### config.mk
export PLATFORM = sky130hd
export DESIGN_NAME = host_command_word_protocol_unit
export DESIGN_NICKNAME = d
export VERILOG_FILES = /design/src/hw/rtl/hcwp_pkg.sv /design/src/hw/rtl/host_command_word_protocol_unit.sv
export SDC_FILE = /design/constraint.sdc
export NUM_CORES = 1
export LEC_CHECK = 0
export BUFFER_PORTS_ARGS = -buffer_cell sky130_fd_sc_hd__buf_2
export CELL_PAD_IN_SITES_DETAIL_PLACEMENT = 0
export CELL_PAD_IN_SITES_GLOBAL_PLACEMENT = 1
export CORE_MARGIN = 10
export CORE_UTILIZATION = 34
export DETAILED_ROUTE_END_ITERATION = 16
export PLACE_DENSITY = 0.79
export SETUP_SLACK_MARGIN = 0.05
export SYNTH_ARGS = -nofsm -noshare
export SYNTH_HDL_FRONTEND = slang
export SYNTH_SLANG_ARGS = --single-unit
### constraint.sdc
create_clock -name i_clk -period 2.1 [get_ports i_clk]
set_input_delay 0.315 -clock i_clk [delete_from_list [all_inputs] [get_ports i_clk]]
set_output_delay 0.315 -clock i_clk [all_outputs]
set_load 0.05 [all_outputs]
### src/hw/rtl/hcwp_pkg.sv
// hcwp_pkg: shared types and constants for the host command word protocol unit
// no dependencies
package hcwp_pkg;

    localparam int unsigned WORD_W = 16;
    localparam int unsigned FLAG_W = 4;

    localparam logic [WORD_W-1:0] ACK_WORD      = 16'h00FF;
    localparam logic [WORD_W-1:0] CMD_NOP       = 16'd0;
    localparam logic [WORD_W-1:0] CMD_READ      = 16'd1;
    localparam logic [WORD_W-1:0] CMD_WRITE     = 16'd2;
    localparam logic [WORD_W-1:0] CMD_TURN_ON   = 16'd3;
    localparam logic [WORD_W-1:0] CMD_TURN_OFF  = 16'd4;
    localparam logic [WORD_W-1:0] CMD_TRACK_ON  = 16'd5;
    localparam logic [WORD_W-1:0] CMD_TRACK_OFF = 16'd6;

    localparam logic [WORD_W-1:0] IDX_MODE     = 16'd0;
    localparam logic [WORD_W-1:0] IDX_SETPOINT = 16'd1;
    localparam logic [WORD_W-1:0] IDX_VOLTAGE  = 16'd0;
    localparam logic [WORD_W-1:0] IDX_CURRENT  = 16'd1;
    localparam logic [WORD_W-1:0] IDX_BOOST    = 16'd2;
    localparam logic [WORD_W-1:0] IDX_POWER    = 16'd3;
    localparam logic [WORD_W-1:0] IDX_STATUS   = 16'd4;

    localparam logic [WORD_W-1:0] MODE_RESET     = 16'd5;
    localparam logic [WORD_W-1:0] SETPOINT_RESET = 16'd6;
    localparam logic [FLAG_W-1:0] ON_RESET       = 4'd7;
    localparam logic [FLAG_W-1:0] OFF_RESET      = 4'd8;
    localparam logic [FLAG_W-1:0] TRACK_RESET    = 4'd9;
    localparam logic [FLAG_W-1:0] FLAG_SET       = 4'd1;
    localparam logic [FLAG_W-1:0] TRACK_AUTO     = 4'd2;
    localparam logic [FLAG_W-1:0] TRACK_FIXED    = 4'd1;

    typedef enum logic [2:0] {
        PH_CMD    = 3'd0,
        PH_INDEX  = 3'd1,
        PH_WDATA  = 3'd2,
        PH_RINDEX = 3'd3,
        PH_CLOSE  = 3'd4
    } t_phase;

endpackage

### src/hw/rtl/host_command_word_protocol_unit.sv
// host_command_word_protocol_unit: slave-side command word handler, top level
// depends on hcwp_pkg
//
// usage:
//   input channel (i_in_valid / o_in_ready) carries one received link word
//   plus five live telemetry values per transaction
//   output channel (o_out_valid / i_out_ready) carries one result transaction
//   per input transaction: tx flag and word, plus the settings, flags and
//   error count as they stand after that input
// result: registered; o_out_valid rises in the cycle after input acceptance
// throughput: one transaction per cycle unless stalled, set by the single
//   protocol state update between the input handshake and the result register
// stall: while a result waits and i_out_ready is low, o_in_ready is low;
//   when the result is taken in the same cycle, a new input is accepted
// reset: synchronous, active low; handler waits for a command, mode = 5,
//   setpoint = 6, on flag = 7, off flag = 8, tracker flag = 9, errors = 0,
//   no result pending
//
module host_command_word_protocol_unit (
    input  logic                        i_clk,
    input  logic                        i_rst_n,
    input  logic                        i_in_valid,
    output logic                        o_in_ready,
    input  logic [hcwp_pkg::WORD_W-1:0] i_rx_word,
    input  logic signed [hcwp_pkg::WORD_W-1:0] i_panel_voltage,
    input  logic signed [hcwp_pkg::WORD_W-1:0] i_panel_current,
    input  logic signed [hcwp_pkg::WORD_W-1:0] i_boost_voltage,
    input  logic signed [hcwp_pkg::WORD_W-1:0] i_panel_power,
    input  logic signed [hcwp_pkg::WORD_W-1:0] i_tracker_status,
    output logic                        o_out_valid,
    input  logic                        i_out_ready,
    output logic                        o_tx_valid,
    output logic [hcwp_pkg::WORD_W-1:0] o_tx_word,
    output logic [hcwp_pkg::WORD_W-1:0] o_system_mode,
    output logic [hcwp_pkg::WORD_W-1:0] o_converter_setpoint,
    output logic [hcwp_pkg::FLAG_W-1:0] o_turn_on_request,
    output logic [hcwp_pkg::FLAG_W-1:0] o_turn_off_request,
    output logic [hcwp_pkg::FLAG_W-1:0] o_tracker_mode,
    output logic [hcwp_pkg::WORD_W-1:0] o_error_count
);
    import hcwp_pkg::*;

    t_phase              r_phase, n_phase;
    logic [WORD_W-1:0]   r_held_command, n_held_command;
    logic [WORD_W-1:0]   r_held_index, n_held_index;
    logic [WORD_W-1:0]   r_mode, n_mode;
    logic [WORD_W-1:0]   r_setpoint, n_setpoint;
    logic [FLAG_W-1:0]   r_on, n_on;
    logic [FLAG_W-1:0]   r_off, n_off;
    logic [FLAG_W-1:0]   r_track, n_track;
    logic [WORD_W-1:0]   r_errors, n_errors;

    logic                r_out_valid;
    logic                r_tx_valid, n_tx_valid;
    logic [WORD_W-1:0]   r_tx_word, n_tx_word;

    logic                w_accept;
    logic [WORD_W-1:0]   w_telemetry;

    assign o_in_ready = !r_out_valid || i_out_ready;
    assign w_accept   = i_in_valid && o_in_ready;

    always_comb begin
        case (r_held_index)
            IDX_VOLTAGE: w_telemetry = i_panel_voltage;
            IDX_CURRENT: w_telemetry = i_panel_current;
            IDX_BOOST:   w_telemetry = i_boost_voltage;
            IDX_POWER:   w_telemetry = i_panel_power;
            IDX_STATUS:  w_telemetry = i_tracker_status;
            default:     w_telemetry = i_rx_word;
        endcase
    end

    always_comb begin
        n_phase        = r_phase;
        n_held_command = r_held_command;
        n_held_index   = r_held_index;
        n_mode         = r_mode;
        n_setpoint     = r_setpoint;
        n_on           = r_on;
        n_off          = r_off;
        n_track        = r_track;
        n_errors       = r_errors;
        n_tx_valid     = 1'b0;
        n_tx_word      = '0;
        case (r_phase)
            PH_INDEX: begin
                n_tx_valid   = 1'b1;
                n_tx_word    = i_rx_word;
                n_held_index = i_rx_word;
                if (r_held_command == CMD_READ) begin
                    n_phase = PH_RINDEX;
                end else if (r_held_command == CMD_WRITE) begin
                    n_phase = PH_WDATA;
                end else begin
                    n_phase        = PH_CMD;
                    n_held_command = '0;
                    n_held_index   = '0;
                end
            end
            PH_WDATA: begin
                if (r_held_index == IDX_MODE) begin
                    n_mode = i_rx_word;
                end else if (r_held_index == IDX_SETPOINT) begin
                    n_setpoint = i_rx_word;
                end
                n_tx_valid     = 1'b1;
                n_tx_word      = ACK_WORD;
                n_phase        = PH_CMD;
                n_held_command = '0;
                n_held_index   = '0;
            end
            PH_RINDEX: begin
                if (i_rx_word == r_held_index) begin
                    n_tx_valid = 1'b1;
                    n_tx_word  = w_telemetry;
                    n_phase    = PH_CLOSE;
                end else begin
                    n_errors       = r_errors + 1'b1;
                    n_phase        = PH_CMD;
                    n_held_command = '0;
                    n_held_index   = '0;
                end
            end
            PH_CLOSE: begin
                if (i_rx_word != ACK_WORD) begin
                    n_errors = r_errors + 1'b1;
                end
                n_phase        = PH_CMD;
                n_held_command = '0;
                n_held_index   = '0;
            end
            default: begin
                n_tx_valid     = 1'b1;
                n_tx_word      = i_rx_word;
                n_held_command = i_rx_word;
                if (i_rx_word <= CMD_WRITE) begin
                    n_phase = PH_INDEX;
                end else begin
                    if (i_rx_word == CMD_TURN_ON) begin
                        n_on = FLAG_SET;
                    end else if (i_rx_word == CMD_TURN_OFF) begin
                        n_off = FLAG_SET;
                    end else if (i_rx_word == CMD_TRACK_ON) begin
                        n_track = TRACK_AUTO;
                    end else if (i_rx_word == CMD_TRACK_OFF) begin
                        n_track = TRACK_FIXED;
                    end
                    n_phase        = PH_CMD;
                    n_held_command = '0;
                    n_held_index   = '0;
                end
            end
        endcase
    end

    always_ff @(posedge i_clk) begin
        if (!i_rst_n) begin
            r_phase        <= PH_CMD;
            r_held_command <= '0;
            r_held_index   <= '0;
            r_mode         <= MODE_RESET;
            r_setpoint     <= SETPOINT_RESET;
            r_on           <= ON_RESET;
            r_off          <= OFF_RESET;
            r_track        <= TRACK_RESET;
            r_errors       <= '0;
            r_out_valid    <= 1'b0;
        end else begin
            if (w_accept) begin
                r_phase        <= n_phase;
                r_held_command <= n_held_command;
                r_held_index   <= n_held_index;
                r_mode         <= n_mode;
                r_setpoint     <= n_setpoint;
                r_on           <= n_on;
                r_off          <= n_off;
                r_track        <= n_track;
                r_errors       <= n_errors;
                r_out_valid    <= 1'b1;
            end else if (i_out_ready) begin
                r_out_valid    <= 1'b0;
            end
        end
    end

    // result payload, loaded with each accepted transaction
    always_ff @(posedge i_clk) begin
        if (w_accept) begin
            r_tx_valid <= n_tx_valid;
            r_tx_word  <= n_tx_word;
        end
    end

    assign o_out_valid          = r_out_valid;
    assign o_tx_valid           = r_tx_valid;
    assign o_tx_word            = r_tx_word;
    assign o_system_mode        = r_mode;
    assign o_converter_setpoint = r_setpoint;
    assign o_turn_on_request    = r_on;
    assign o_turn_off_request   = r_off;
    assign o_tracker_mode       = r_track;
    assign o_error_count        = r_errors;

endmodule

==> out/summary.txt <==
global-route wire length before repair = 29.39 mm
Yosys reg bits = 107
Sw Share = 26.50%
asr flop ratio synth = 0%
fraction of layout cells with a size suffix above 1 = 38.00%
io pins = 179
Vias = 5,315
Tot GR Track Use = 16.78%
synthesized area = 0.005441 mm2
Pins Over Slew Limit = 0
area delta synth->final = 37.25%
WP depth = 6
Worst EP arrival = 2260 ps
Post-DRT Antenna Nets = 0
Setup CP Type = reg2reg
IO Port Bufs = 173
Netlist cell types = 58
depth of the worst register-to-register path = 6
Initial DRC Count = 324
CTS Buf Count = 9
minimum clock period = 2053 ps
cell leakage power = 0.003111 uW
Clock Sinks = 107
Setup violations, final = 0
gr ovfl total = 0
Syn Area/Cell = 8.791 um2
Worst-Skew Late Latency = 350 ps
Final Hold Viols = 0
full die area = 0.02147 mm2
min-delay worst type = in2reg
fmax = 487.1 MHz
antenna diode count = 0
post-synthesis instance total = 619
NetSw = 1144 uW
Hold Path Depth = 3
CTS tree = built
Worst Path Buf+Inv = 0
Post-Route WL = 18.83 mm
CP required = 2310 ps
Die Wd = 146.5 um
Total Power = 4316 uW
largest stage delay on the critical path = 490 ps
maximum number of pins on one net before global-route repair = 46
via density per instance = 5.086
initial antenna violation count = 0
Peak VDD IR = 0.0004391 V
First-pass DRT Iterations = 4
number of H-tree levels = 3
ys flop type = dfxtp_1
Crit-path slowest cell = or3_4
final worst slack = 46.85 ps
Flop pwr share = 48.8%
Design Area, Final = 0.007468 mm2
clock power share = 39.2%
Top delay family on crit path = simple AND/OR/NAND/NOR gates
crit-path cells = xor2_4 > nor4_2 > nand4_1 > or3_4 > or2_4 > o2bb2ai_1
RSZ-0062 raised after global routing = true
post-synthesis xor/xnor area fraction = 2.897%
final core occ = 47.36%
vias in the first global route = 5,289
Post-synth EDFFs = 17
adder-cell share of the synthesized area = 0.2299%
CTS max path bufs = 2
CTS clock-pin slew for the worst setup and hold paths = 70 ps
initial core utilization = 34.50%
fin nets = 925
CORE AREA = 0.01577 mm2
simple-gate share of the synthesized area = 24.74%
Power Dens Cells = 577.9 mW/mm2
DRC viols = 0
Pint = 3173 uW
post-DP HPWL = 14.35 mm
register area share after synthesis = 42.49%
Die Ht = 146.5 um
num rows = 46
Worst setup EP type = flop
placed inst area = 0.006904 mm2
main combinational cell family by area after synthesis = simple AND/OR/NAND/NOR gates
outcome = finished, final reports clean
period utilisation layout = 97.77%
max cap viols = 0
Comb pwr share = 12.0%
Warnings, synthesis = 0
Wirelength per Cell = 18.02 um
Root Buffer = clkbuf_16
clk_skew = 8.601 ps
post-synthesis compound-gate area fraction = 15.52%
Final GP Congestion = 0.8503
multiplexer share of the synthesized area = 9.198%
crit path launch type = flop
worst slack, placed = -231.7 ps
worst-path maximum fanout = 8
==> synthesized netlist by cell type (4+ instances only) <==
cell	n	area share (%)
and2_1	15	1.7
xor2_1	15	2.4
nand2b_1	11	1.3
nor2_1	25	1.7
clkbuf_1	23	1.6
o211ai_1	4	0.55
nor2b_1	8	0.92
inv_1	6	0.41
dfxtp_1	90	33
nand3_1	13	1.2
nand4_1	8	0.92
buf_4	6	0.83
o21a_1	9	1.2
a221o_1	8	1.5
o22ai_1	8	0.92
or3_1	4	0.46
or2_2	4	0.46
mux4_2	8	3.3
nor3_1	12	1.1
edfxtp_1	17	9.4
o31ai_1	6	0.83
o311ai_0	4	0.64
nor4_1	12	1.4
o21ai_0	23	2.1
mux2i_1	32	5.9
or4_1	8	1.1
nand2_1	117	8.1
o41ai_1	4	0.64
o2bb2ai_1	8	1.3
a21oi_1	57	5.2
buf_2	13	1.2
==> worst register-to-register path, cell delays in order, from the launching register on <==
cell,delay (ps)
dfxtp_4,370
xor2_4,160
nor4_2,270
nand4_1,140
or3_4,490
or2_4,330
o2bb2ai_1,140
==> power groups by stage <==
stage	sequential (uW)	clock (uW)	combinational (uW)
floorplan	2230	0	197
global placement	2160	0	491
finish	2110	1690	516
CTS	2110	1730	496
detailed placement	2160	0	491
global route	2110	1820	552
==> repair_timing <==
item / in CTS / in global routing
resized for setup: 4 / 53
setup buffers: 2 / 3
gates cloned: 0 / 2
pin swaps: 2 / 19
setup endpoints to repair: 55 / 76
hold buffers: 0 / 0
==> through the flow <==
step | std cells | hold slack, ps | TNS (ps)
floorplan | 622 | 420.5 | -325.2
detailed placement | 1022 | 436.8 | -6517
global placement | 1022 | 435.2 | -3308
finish | 1045 | 213.6 | 0
global route | 1045 | 201.8 | -311.1
CTS | 1040 | 201.8 | 0
==> layer usage <==
metal	up-vias	wire length [um]	GRT usage, %
met1	2521	8308	20.70
met3	18	1023	3.585
li1	2614	-	-
met2	162	9195	28.89
met4	0	303	4.404
met5	-	0	0
==> cells by family (layout without fill, tap and decap cells) <==
kind of cell | count (synthesis) | after routing
other cells | 2 | 5
mux | 40 | 40
compound gates | 135 | 135
buf+inv | 55 | 262
fa+ha+maj | 1 | 1
xor+xnor | 18 | 18
flops | 107 | 107
simple gates | 261 | 261
==> final timing paths <==
path | from | end | slack, ps
min | i_in_valid | o_out_valid | 210
max reg2reg | r_held_index[2] | o_tx_word[12] | 50
max | r_held_index[2] | o_tx_word[12] | 50
min reg2reg | o_converter_setpoint[7] | o_converter_setpoint[7] | 450
==> cell type report <==
| cell class | instances | area, um2 |
|---|---|---|
| Clock buffer | 10 | 239.0 |
| Clock inverter | 6 | 55.05 |
| Fill cell | 1557 | 8302 |
| Inverter | 8 | 31.28 |
| Multi-Input combinational cell | 460 | 3089 |
| Sequential cell | 107 | 2331 |
| Tap cell | 216 | 270.3 |
| Timing Repair Buffer | 238 | 1453 |
==> cell usage in the layout, fill, tap and decap left out, drive strengths merged, types with 9 or more instances in the layout <==
cell type,instances
nor2,25
mux2i,32
edfxtp,17
nor3,14
xor2,15
buf,237
and2,15
nand2,118
nor4,13
inv,10
or4,9
a21oi,57
o21ai,24
clkbuf,11
nand2b,11
o21a,9
dfxtp,90
nand3,13
==> sequential cells by signal, summed over array words and instances, names as in the netlist <==
signal,cells
o_tx_valid,1
r_held_index,16
o_tx_word,16
o_converter_setpoint,16
o_system_mode,16
o_out_valid,1
o_turn_on_request,1
r_held_command,16
o_tracker_mode,3
r_phase,3
o_turn_off_request,2
o_error_count,16
Power figures use the tool's default switching activity.
